==> src/hw/rtl/mls_pkg.sv <==
// ----------------------------------------------------------------------------
// mls_pkg
// Shared widths, codes and types of the midpoint line stepper.
// ----------------------------------------------------------------------------
package mls_pkg;

   localparam int COORD_BITS = 12;
   localparam int FRAME_BITS = 11;
   localparam int COLOR_BITS = 32;
   localparam int DX_BITS    = COORD_BITS + 1;
   localparam int DEC_BITS   = COORD_BITS + 3;
   localparam int CMP_BITS   = ((COORD_BITS > FRAME_BITS) ? COORD_BITS : FRAME_BITS) + 1;

   localparam int CSR_INDEX_BITS = 1;
   localparam logic [CSR_INDEX_BITS-1:0] CSR_FRAME_WIDTH  = 1'd0;
   localparam logic [CSR_INDEX_BITS-1:0] CSR_FRAME_HEIGHT = 1'd1;

   localparam logic [FRAME_BITS-1:0] FRAME_WIDTH_RESET  = FRAME_BITS'(640);
   localparam logic [FRAME_BITS-1:0] FRAME_HEIGHT_RESET = FRAME_BITS'(480);

   localparam logic REQ_START   = 1'b0;
   localparam logic REQ_ADVANCE = 1'b1;

   typedef logic signed [COORD_BITS-1:0] coord_type;
   typedef logic        [COORD_BITS-1:0] span_type;
   typedef logic signed [DEC_BITS-1:0]   decision_type;
   typedef logic        [FRAME_BITS-1:0] frame_type;
   typedef logic        [COLOR_BITS-1:0] color_type;

   typedef struct packed {
      span_type     major_delta;
      span_type     minor_delta;
      logic         x_negative;
      logic         y_negative;
      logic         steep;
      decision_type decision;
   } line_setup_type;

endpackage

==> src/hw/rtl/mls_req_if.sv <==
// ----------------------------------------------------------------------------
// mls_req_if
// Request channel: start or advance words with endpoints and colour.
// ----------------------------------------------------------------------------
interface mls_req_if;
   logic                valid;
   logic                ready;
   logic                req_type;
   mls_pkg::coord_type  x_start;
   mls_pkg::coord_type  y_start;
   mls_pkg::coord_type  x_end;
   mls_pkg::coord_type  y_end;
   mls_pkg::color_type  line_color;

   modport source (output valid, req_type, x_start, y_start, x_end, y_end, line_color,
                   input ready);
   modport sink   (input valid, req_type, x_start, y_start, x_end, y_end, line_color,
                   output ready);
endinterface

==> src/hw/rtl/mls_rsp_if.sv <==
// ----------------------------------------------------------------------------
// mls_rsp_if
// Result channel: one line point word per request.
// ----------------------------------------------------------------------------
interface mls_rsp_if;
   logic                valid;
   logic                ready;
   mls_pkg::coord_type  pixel_x;
   mls_pkg::coord_type  pixel_y;
   mls_pkg::color_type  pixel_color;
   logic                write_enable;
   logic                point_valid;
   logic                last;

   modport source (output valid, pixel_x, pixel_y, pixel_color, write_enable, point_valid,
                   last, input ready);
   modport sink   (input valid, pixel_x, pixel_y, pixel_color, write_enable, point_valid,
                   last, output ready);
endinterface

==> src/hw/rtl/mls_line_setup.sv <==
// ----------------------------------------------------------------------------
// mls_line_setup
// Spans, directions, major axis and initial decision term of a new line.
// ----------------------------------------------------------------------------
module mls_line_setup (
   input  mls_pkg::coord_type      x_start,
   input  mls_pkg::coord_type      y_start,
   input  mls_pkg::coord_type      x_end,
   input  mls_pkg::coord_type      y_end,
   output mls_pkg::line_setup_type setup
);

   logic signed [mls_pkg::DX_BITS-1:0] dx;
   logic signed [mls_pkg::DX_BITS-1:0] dy;
   mls_pkg::span_type                  adx;
   mls_pkg::span_type                  ady;
   mls_pkg::span_type                  major;
   mls_pkg::span_type                  minor;
   logic                               steep;

   assign dx  = mls_pkg::DX_BITS'(x_end) - mls_pkg::DX_BITS'(x_start);
   assign dy  = mls_pkg::DX_BITS'(y_end) - mls_pkg::DX_BITS'(y_start);
   assign adx = dx[mls_pkg::DX_BITS-1] ? mls_pkg::COORD_BITS'(-dx) : mls_pkg::COORD_BITS'(dx);
   assign ady = dy[mls_pkg::DX_BITS-1] ? mls_pkg::COORD_BITS'(-dy) : mls_pkg::COORD_BITS'(dy);

   // equal spans keep x as the major axis
   assign steep = ady > adx;
   assign major = steep ? ady : adx;
   assign minor = steep ? adx : ady;

   always_comb begin
      setup.major_delta = major;
      setup.minor_delta = minor;
      setup.x_negative  = dx[mls_pkg::DX_BITS-1];
      setup.y_negative  = dy[mls_pkg::DX_BITS-1];
      setup.steep       = steep;
      setup.decision    = $signed(mls_pkg::DEC_BITS'({minor, 1'b0}))
                        - $signed(mls_pkg::DEC_BITS'(major));
   end

endmodule

==> src/hw/rtl/mls_clip.sv <==
// ----------------------------------------------------------------------------
// mls_clip
// Frame test: a point is inside when 0 <= x < width and 0 <= y < height.
// ----------------------------------------------------------------------------
module mls_clip (
   input  mls_pkg::coord_type pt_x,
   input  mls_pkg::coord_type pt_y,
   input  mls_pkg::frame_type frame_width,
   input  mls_pkg::frame_type frame_height,
   output logic               in_frame
);

   logic x_in;
   logic y_in;

   assign x_in = !pt_x[mls_pkg::COORD_BITS-1] &&
                 (mls_pkg::CMP_BITS'($unsigned(pt_x)) < mls_pkg::CMP_BITS'(frame_width));
   assign y_in = !pt_y[mls_pkg::COORD_BITS-1] &&
                 (mls_pkg::CMP_BITS'($unsigned(pt_y)) < mls_pkg::CMP_BITS'(frame_height));
   assign in_frame = x_in && y_in;

endmodule

==> src/hw/rtl/midpoint_line_stepper.sv <==
// ----------------------------------------------------------------------------
// midpoint_line_stepper
// Midpoint line stepper: a start word loads a line and gives its first point,
// each advance word gives the next point, clipped against the frame.
// ----------------------------------------------------------------------------
//
//   channel   dir  handshake          carries
//   req_bus   in   valid / ready      req_type, endpoints, line_color
//   rsp_bus   out  valid / ready      point, colour, write_enable, point_valid, last
//   csr_*     in   csr_we (no wait)   frame_width (index 0), frame_height (index 1)
//
// One request word per clock sustained while results are taken; each gives one
// result word (input register, then result register, loaded with the line state).
// The per-word work is one add on the decision term and one add per axis.
// Reset (synchronous) empties both registers, goes idle and restores a
// 640 x 480 frame. A stalled result holds the step stage; the input register
// still takes one more word if it is empty, then ready drops.
// ----------------------------------------------------------------------------
module midpoint_line_stepper (
   input  logic                                  clock,
   input  logic                                  reset,
   mls_req_if.sink                               req_bus,
   mls_rsp_if.source                             rsp_bus,
   input  logic                                  csr_we,
   input  logic [mls_pkg::CSR_INDEX_BITS-1:0]    csr_index,
   input  logic [mls_pkg::FRAME_BITS-1:0]        csr_wdata
);

   // frame registers
   mls_pkg::frame_type frame_width_ff;
   mls_pkg::frame_type frame_height_ff;

   // input register
   logic               in_vld_ff;
   logic               req_type_ff;
   mls_pkg::coord_type x_start_ff;
   mls_pkg::coord_type y_start_ff;
   mls_pkg::coord_type x_end_ff;
   mls_pkg::coord_type y_end_ff;
   mls_pkg::color_type line_color_ff;

   // line state
   logic                   active_ff,      active_in;
   mls_pkg::coord_type     cur_x_ff,       cur_x_in;
   mls_pkg::coord_type     cur_y_ff,       cur_y_in;
   mls_pkg::decision_type  decision_ff,    decision_in;
   mls_pkg::span_type      steps_left_ff,  steps_left_in;
   mls_pkg::span_type      major_delta_ff, major_delta_in;
   mls_pkg::span_type      minor_delta_ff, minor_delta_in;
   logic                   x_negative_ff,  x_negative_in;
   logic                   y_negative_ff,  y_negative_in;
   logic                   steep_ff,       steep_in;
   mls_pkg::color_type     held_color_ff,  held_color_in;

   // result register
   logic                   out_vld_ff;
   mls_pkg::coord_type     pixel_x_ff,      pixel_x_in;
   mls_pkg::coord_type     pixel_y_ff,      pixel_y_in;
   mls_pkg::color_type     pixel_color_ff,  pixel_color_in;
   logic                   write_enable_ff, write_enable_in;
   logic                   point_valid_ff,  point_valid_in;
   logic                   last_ff,         last_in;

   logic                    step_go;
   mls_pkg::line_setup_type setup;
   logic                    in_frame;
   logic                    minor_step;
   logic                    step_x;
   logic                    step_y;
   mls_pkg::coord_type      x_unit;
   mls_pkg::coord_type      y_unit;
   mls_pkg::decision_type   dec_incr;

   // advance the step stage when it holds a word and the result slot frees
   assign step_go       = in_vld_ff && (!out_vld_ff || rsp_bus.ready);
   assign req_bus.ready = !in_vld_ff || step_go;

   // ---------------------------------------------------------------- config
   always_ff @(posedge clock) begin
      if (reset) begin
         frame_width_ff  <= mls_pkg::FRAME_WIDTH_RESET;
         frame_height_ff <= mls_pkg::FRAME_HEIGHT_RESET;
      end else if (csr_we) begin
         case (csr_index)
            mls_pkg::CSR_FRAME_WIDTH:  frame_width_ff  <= csr_wdata;
            mls_pkg::CSR_FRAME_HEIGHT: frame_height_ff <= csr_wdata;
            default: ;
         endcase
      end
   end

   // ---------------------------------------------------------- input stage
   always_ff @(posedge clock) begin
      if (reset) begin
         in_vld_ff <= 1'b0;
      end else if (req_bus.ready) begin
         in_vld_ff <= req_bus.valid;
      end
   end

   always_ff @(posedge clock) begin
      if (req_bus.valid && req_bus.ready) begin
         req_type_ff   <= req_bus.req_type;
         x_start_ff    <= req_bus.x_start;
         y_start_ff    <= req_bus.y_start;
         x_end_ff      <= req_bus.x_end;
         y_end_ff      <= req_bus.y_end;
         line_color_ff <= req_bus.line_color;
      end
   end

   // ----------------------------------------------------------- step stage
   mls_line_setup u_setup (
      .x_start (x_start_ff),
      .y_start (y_start_ff),
      .x_end   (x_end_ff),
      .y_end   (y_end_ff),
      .setup   (setup)
   );

   // minor axis steps while the decision term is strictly positive
   assign minor_step = !decision_ff[mls_pkg::DEC_BITS-1] && (decision_ff != '0);
   assign step_x     = steep_ff ? minor_step : 1'b1;
   assign step_y     = steep_ff ? 1'b1 : minor_step;
   assign x_unit     = x_negative_ff ? {mls_pkg::COORD_BITS{1'b1}} : mls_pkg::COORD_BITS'(1);
   assign y_unit     = y_negative_ff ? {mls_pkg::COORD_BITS{1'b1}} : mls_pkg::COORD_BITS'(1);
   assign dec_incr   = $signed(mls_pkg::DEC_BITS'({minor_delta_ff, 1'b0}))
                     - (minor_step ? $signed(mls_pkg::DEC_BITS'({major_delta_ff, 1'b0}))
                                   : $signed(mls_pkg::DEC_BITS'(0)));

   always_comb begin
      active_in      = active_ff;
      cur_x_in       = cur_x_ff;
      cur_y_in       = cur_y_ff;
      decision_in    = decision_ff;
      steps_left_in  = steps_left_ff;
      major_delta_in = major_delta_ff;
      minor_delta_in = minor_delta_ff;
      x_negative_in  = x_negative_ff;
      y_negative_in  = y_negative_ff;
      steep_in       = steep_ff;
      held_color_in  = held_color_ff;

      if (req_type_ff == mls_pkg::REQ_START) begin
         // drop any line in flight and load the new one
         major_delta_in = setup.major_delta;
         minor_delta_in = setup.minor_delta;
         x_negative_in  = setup.x_negative;
         y_negative_in  = setup.y_negative;
         steep_in       = setup.steep;
         decision_in    = setup.decision;
         steps_left_in  = setup.major_delta;
         cur_x_in       = x_start_ff;
         cur_y_in       = y_start_ff;
         held_color_in  = line_color_ff;
         active_in      = setup.major_delta != '0;
      end else if (active_ff) begin
         if (step_x) cur_x_in = cur_x_ff + x_unit;
         if (step_y) cur_y_in = cur_y_ff + y_unit;
         decision_in   = decision_ff + dec_incr;
         steps_left_in = steps_left_ff - mls_pkg::COORD_BITS'(1);
         active_in     = steps_left_ff != mls_pkg::COORD_BITS'(1);
      end
   end

   mls_clip u_clip (
      .pt_x         (cur_x_in),
      .pt_y         (cur_y_in),
      .frame_width  (frame_width_ff),
      .frame_height (frame_height_ff),
      .in_frame     (in_frame)
   );

   // an advance while idle gives an all-zero word with point_valid low
   always_comb begin
      if ((req_type_ff == mls_pkg::REQ_START) || active_ff) begin
         pixel_x_in      = cur_x_in;
         pixel_y_in      = cur_y_in;
         pixel_color_in  = held_color_in;
         write_enable_in = in_frame;
         point_valid_in  = 1'b1;
         last_in         = !active_in;
      end else begin
         pixel_x_in      = '0;
         pixel_y_in      = '0;
         pixel_color_in  = '0;
         write_enable_in = 1'b0;
         point_valid_in  = 1'b0;
         last_in         = 1'b0;
      end
   end

   always_ff @(posedge clock) begin
      if (reset) begin
         active_ff <= 1'b0;
      end else if (step_go) begin
         active_ff <= active_in;
      end
   end

   always_ff @(posedge clock) begin
      if (step_go) begin
         cur_x_ff       <= cur_x_in;
         cur_y_ff       <= cur_y_in;
         decision_ff    <= decision_in;
         steps_left_ff  <= steps_left_in;
         major_delta_ff <= major_delta_in;
         minor_delta_ff <= minor_delta_in;
         x_negative_ff  <= x_negative_in;
         y_negative_ff  <= y_negative_in;
         steep_ff       <= steep_in;
         held_color_ff  <= held_color_in;
      end
   end

   // --------------------------------------------------------- result stage
   always_ff @(posedge clock) begin
      if (reset) begin
         out_vld_ff <= 1'b0;
      end else if (step_go) begin
         out_vld_ff <= 1'b1;
      end else if (rsp_bus.ready) begin
         out_vld_ff <= 1'b0;
      end
   end

   always_ff @(posedge clock) begin
      if (step_go) begin
         pixel_x_ff      <= pixel_x_in;
         pixel_y_ff      <= pixel_y_in;
         pixel_color_ff  <= pixel_color_in;
         write_enable_ff <= write_enable_in;
         point_valid_ff  <= point_valid_in;
         last_ff         <= last_in;
      end
   end

   assign rsp_bus.valid        = out_vld_ff;
   assign rsp_bus.pixel_x      = pixel_x_ff;
   assign rsp_bus.pixel_y      = pixel_y_ff;
   assign rsp_bus.pixel_color  = pixel_color_ff;
   assign rsp_bus.write_enable = write_enable_ff;
   assign rsp_bus.point_valid  = point_valid_ff;
   assign rsp_bus.last         = last_ff;

   // ----------------------------------------------------------- assertions
   // after a step the line is live exactly when the word just made is a
   // point that is not the last
   a_active_tracks_last : assert property (@(posedge clock) disable iff (reset)
      step_go |=> (active_ff == (point_valid_ff && !last_ff)))
      else $error("line state disagrees with the last flag of the result");

   a_active_has_steps : assert property (@(posedge clock) disable iff (reset)
      active_ff |-> (steps_left_ff != '0))
      else $error("line live with no steps left");

   a_we_needs_point : assert property (@(posedge clock) disable iff (reset)
      out_vld_ff |-> (!write_enable_ff || point_valid_ff))
      else $error("write enable on a word with no point");

   a_step_fills_out : assert property (@(posedge clock) disable iff (reset)
      step_go |=> out_vld_ff)
      else $error("step taken but result register empty");

endmodule
==> src/flat_wrapper.sv <==
// flat-port wrapper written by rule: the top's interface ports become plain ports
module midpoint_line_stepper_flat 
  (clock, reset, csr_we, csr_index, csr_wdata, req_bus_valid, req_bus_req_type, req_bus_x_start, req_bus_y_start, req_bus_x_end, req_bus_y_end, req_bus_line_color, req_bus_ready, rsp_bus_valid, rsp_bus_pixel_x, rsp_bus_pixel_y, rsp_bus_pixel_color, rsp_bus_write_enable, rsp_bus_point_valid, rsp_bus_last, rsp_bus_ready);
  mls_req_if req_bus_i ();
  mls_rsp_if rsp_bus_i ();
  input  logic clock;
  input  logic reset;
  input  logic csr_we;
  input  logic [mls_pkg::CSR_INDEX_BITS-1:0] csr_index;
  input  logic [mls_pkg::FRAME_BITS-1:0] csr_wdata;
  input wire logic [$bits(req_bus_i.valid)-1:0] req_bus_valid;
  input wire logic [$bits(req_bus_i.req_type)-1:0] req_bus_req_type;
  input wire logic [$bits(req_bus_i.x_start)-1:0] req_bus_x_start;
  input wire logic [$bits(req_bus_i.y_start)-1:0] req_bus_y_start;
  input wire logic [$bits(req_bus_i.x_end)-1:0] req_bus_x_end;
  input wire logic [$bits(req_bus_i.y_end)-1:0] req_bus_y_end;
  input wire logic [$bits(req_bus_i.line_color)-1:0] req_bus_line_color;
  output wire logic [$bits(req_bus_i.ready)-1:0] req_bus_ready;
  output wire logic [$bits(rsp_bus_i.valid)-1:0] rsp_bus_valid;
  output wire logic [$bits(rsp_bus_i.pixel_x)-1:0] rsp_bus_pixel_x;
  output wire logic [$bits(rsp_bus_i.pixel_y)-1:0] rsp_bus_pixel_y;
  output wire logic [$bits(rsp_bus_i.pixel_color)-1:0] rsp_bus_pixel_color;
  output wire logic [$bits(rsp_bus_i.write_enable)-1:0] rsp_bus_write_enable;
  output wire logic [$bits(rsp_bus_i.point_valid)-1:0] rsp_bus_point_valid;
  output wire logic [$bits(rsp_bus_i.last)-1:0] rsp_bus_last;
  input wire logic [$bits(rsp_bus_i.ready)-1:0] rsp_bus_ready;
  assign req_bus_i.valid = req_bus_valid;
  assign req_bus_i.req_type = req_bus_req_type;
  assign req_bus_i.x_start = req_bus_x_start;
  assign req_bus_i.y_start = req_bus_y_start;
  assign req_bus_i.x_end = req_bus_x_end;
  assign req_bus_i.y_end = req_bus_y_end;
  assign req_bus_i.line_color = req_bus_line_color;
  assign req_bus_ready = req_bus_i.ready;
  assign rsp_bus_valid = rsp_bus_i.valid;
  assign rsp_bus_pixel_x = rsp_bus_i.pixel_x;
  assign rsp_bus_pixel_y = rsp_bus_i.pixel_y;
  assign rsp_bus_pixel_color = rsp_bus_i.pixel_color;
  assign rsp_bus_write_enable = rsp_bus_i.write_enable;
  assign rsp_bus_point_valid = rsp_bus_i.point_valid;
  assign rsp_bus_last = rsp_bus_i.last;
  assign rsp_bus_i.ready = rsp_bus_ready;
  midpoint_line_stepper u_core (.clock(clock), .reset(reset), .req_bus(req_bus_i), .rsp_bus(rsp_bus_i), .csr_we(csr_we), .csr_index(csr_index), .csr_wdata(csr_wdata));
endmodule
==> config.mk <==
export PLATFORM = sky130hd
export DESIGN_NAME = midpoint_line_stepper_flat
export DESIGN_NICKNAME = d
export VERILOG_FILES = /design/src/hw/rtl/mls_pkg.sv /design/src/hw/rtl/mls_req_if.sv /design/src/hw/rtl/mls_rsp_if.sv /design/src/hw/rtl/mls_line_setup.sv /design/src/hw/rtl/mls_clip.sv /design/src/hw/rtl/midpoint_line_stepper.sv /design/src/flat_wrapper.sv
export SDC_FILE = /design/constraint.sdc
export NUM_CORES = 1
export LEC_CHECK = 0
export ABC_AREA = 1
export BUFFER_PORTS_ARGS = -buffer_cell sky130_fd_sc_hd__buf_4
export CORE_MARGIN = 1.5
export CORE_UTILIZATION = 45
export CTS_BUF_LIST = sky130_fd_sc_hd__clkbuf_8 sky130_fd_sc_hd__clkbuf_16
export DETAILED_ROUTE_END_ITERATION = 10
export GPL_TIMING_DRIVEN = 0
export PLACE_DENSITY_LB_ADDON = 0.08
export RECOVER_POWER = 25
export SLEW_MARGIN = 30
export SYNTH_ARGS = -nofsm -noshare
export SYNTH_HDL_FRONTEND = slang
export SYNTH_SLANG_ARGS = --single-unit
==> constraint.sdc <==
create_clock -name clock -period 4.9 [get_ports clock]
set_input_delay 0.98 -clock clock [delete_from_list [all_inputs] [get_ports clock]]
set_output_delay 0.98 -clock clock [all_outputs]
set_load 0.05 [all_outputs]
==> qor.yml <==
outcome:
  status: "complete, but fails checks"
  violations: "setup timing"
detailed_routing:
  drt-total-wl_microns: 45200
  firstDrtPassIters: 6
  num_vias: 13700
  route.detailed.drc: 0
  ant_nets: 0
  dr.first_iter.drc_count: 1084
  wire_per_inst_microns: 17.1
  drt-vias-per-instance: 5.17
pwr:
  intPower_uw: 6430
  p_comb_frac: 0.505
  seqPwrFrac: 0.273
  p_leak_uw: 0.00967
  swShare: 0.394
  clkPwrFrac: 0.221
  power.switching_uw: 4170
  powerDensity_nw_per_um2: 496
  ir_worst_vdd_mv: 0.418
placed_design:
  port_buffers: 158
  dpl_cell_area_sq_um: 17900
  dp_cells: 2421
  routabilityCongestion: 0.909
  dp_hpwl_microns: 30700
worst_setup_path:
  crit_type: "register to register"
  endpoint_kind: "register"
  worstPathArrival_ps: 5920
  max_stage_delay_ps: 430
  crit_family: "simple AND/OR/NAND/NOR gates"
  start_kind: "register"
  critPathSlowestCell: "edfxtp_1"
  crit_buf_inv: 7
  cp_common_cell: "nand2_2"
  critPathMaxFanout: 8
  cp_data_required_time_ps: 5340
clocking:
  cts_sinks: 275
  cts.htree.levels: 1
  numCtsBuffers: 31
  cts_tree: "yes"
  ctsRootBufferMaster: "clkbuf_16"
  clock_latency_ps: 610
  cts-hold-fix-buffers: 0
  cts.reportedPaths.clkPinSlew_ps: 60
  cts_max_path_buffers: 3
floorplanning:
  die_w_microns: 191
  core_sq_um: 34700
  die_area_sq_um: 36600
  io_pins: 159
  placementRows: 68
  start_util: 0.460
  die_y_microns: 191
sta:
  fmaxAchievable_ghz: 0.183
  fin_crit_sh: 1.12
  relSlewSlack: 0.0509
  tightest_slew_ps: 1420
  min_period_ps: 5480
  drv_slew: 0
  finalClockSkew_ps: 19.9
  hold_viol: 0
  final-setup-viol-count: 16
  fin_ws_ps: -577
  rsz0062_at_grt: "yes"
final_layout:
  final_util: 0.616
  fillers: 2936
  drive_gt1_frac: 0.294
  final_cells: 2642
  fin_area_sq_um: 21400
  final_nets: 2371
  syn_to_final_growth_pct: 33.7
synthesis:
  synthTopCellsByArea: "edfxtp_1 (47%), nand2_1 (10%), ha_1 (7.4%)"
  netlist_area_sq_um: 16000
  synth_edf_count: 250
  yosysSeqAreaShare: 0.501
  synth_top_area_share: 0.470
  syn_nets: 2014
  ys.flop_type: "edfxtp_1"
  yosys_warnings: 0
  synth_most_common_cell: "nand2_1"
  synth_top_area_cell: "edfxtp_1"
  syn_avg_cell_area_sq_um: 8.86
  ys_seq_elements: 275
  synthTopCellsByCount: "nand2_1 (436), inv_1 (284), edfxtp_1 (250)"
  synth_cells: 1804
  synth_cell_type_count: 46
  synthArstFlopShare: 0
grt:
  grt_max_degree: 90
  overflow: 0
  grt_pass1_vias: 13100
  antenna_found_initial: 1
  track_usage: 0.243
  grt_pass1_wl_microns: 68900
hold_path:
  hp-class: "register to register"
run:
  maxCapViolations: 0
## worst reg2reg max path: cells and delay by family (launching register included)
kind	cells	cell delay (ps)
compound gates	5	720
flops	1	430
buf+inv	7	800
fa+ha+maj	4	1250
simple gates	20	1720
xor+xnor	2	390
## logic make-up after synthesis
logic type,Yosys count,share of synthesized area
AO/OA/AOI/OAI,290,0.0991
XOR/XNOR,30,0.0164
adder cells (fa/ha/maj),112,0.0962
buffers and inverters,338,0.0817
flip-flops,275,0.501
AND/OR/NAND/NOR,759,0.205
## through the flow
stage          setup WS [ps]  hold slack, ps  total power [uW]  setup TNS (ps)
2_1_floorplan           -127             425              5430            -682
3_3_place_gp           -1230             440              6250          -52570
3_5_place_dp           -1220             451              6290          -16510
4_1_cts                 -390             460              9890           -4620
5_1_grt                 -920             488             11200          -11940
6_report                -577             453             10600           -6870
## power groups by stage
stage / clock [uW] / sequential [uW] / combinational, uW
final: 2350 / 2900 / 5360
after global placement: 0 / 2960 / 3290
after detailed placement: 0 / 2950 / 3340
after floorplan: 0 / 3030 / 2400
after CTS: 2390 / 2900 / 4600
after global routing: 2470 / 2910 / 5780
## registers in the layout, summed over array words and instances (netlist names), 12 cells and up
name and count:
u_core.cur_y_ff 12, u_core.y_start_ff 12, u_core.line_color_ff 32, u_core.steps_left_ff 12, u_core.rsp_bus.pixel_y 12, u_core.major_delta_ff 12, u_core.rsp_bus.pixel_x 12, u_core.decision_ff 15
u_core.minor_delta_ff 12, u_core.x_end_ff 12, u_core.held_color_ff 32, u_core.rsp_bus.pixel_color 32, u_core.cur_x_ff 12, u_core.y_end_ff 12, u_core.x_start_ff 12
## cell usage in the layout, fill, tap and decap left out, types with 21 or more instances in the layout
master / count
ha_1: 78
nand2_1: 369
nor2_1: 94
inv_2: 32
nand3_1: 76
and2_1: 22
buf_4: 218
nand2_2: 72
clkbuf_4: 77
inv_1: 263
nand3_2: 21
a21oi_1: 133
o21ai_0: 69
edfxtp_1: 250
nand2_4: 28
clkbuf_1: 32
clkbuf_16: 31
dfxtp_1: 25
## metal layers
layer  GRT usage  vias to the layer above  wire (microns)
met1       0.318                     6479           19600
met2       0.404                      394           21600
met4      0.0787                        0            1430
li1            -                     6701               -
met3      0.0466                       91            2510
met5           0                        -               0
## cell type report
class | instances | area [sq um] | share of cell area
Sequential cell | 275 | 8010 | 0.375
Antenna cell | 1 | 2.50 | 0.000117
Clock buffer | 38 | 872 | 0.0408
Multi-Input combinational cell | 1192 | 7860 | 0.368
Clock inverter | 20 | 163 | 0.00761
Buffer | 39 | 214 | 0.0100
Tap cell | 455 | 569 | 0.0266
Timing Repair Buffer | 323 | 2540 | 0.119
Inverter | 299 | 1140 | 0.0532
## repair_timing
| item | CTS | global route |
|---|---|---|
| endpoints found under the setup margin | 27 | 20 |
| cloned | 3 | 0 |
| setup buffers | 144 | 26 |
| resized for setup | 181 | 113 |
| pin swaps | 81 | 79 |
## path summary, 6_finish.rpt
| path | startpoint | endpoint | slack (ps) | cells after the start |
|---|---|---|---|---|
| max reg2reg | u_core.y_start_ff[0]$_DFFE_PP_ | u_core.decision_ff[6]$_DFFE_PP_ | -580 | 38 |
| max | u_core.y_start_ff[0]$_DFFE_PP_ | u_core.decision_ff[6]$_DFFE_PP_ | -580 | 38 |
| min | u_core.frame_height_ff[0]$_SDFFE_PP0P_ | u_core.frame_height_ff[0]$_SDFFE_PP0P_ | 450 | 2 |
| min reg2reg | u_core.frame_height_ff[0]$_SDFFE_PP0P_ | u_core.frame_height_ff[0]$_SDFFE_PP0P_ | 450 | 2 |
(Power assumes the default switching activity.)
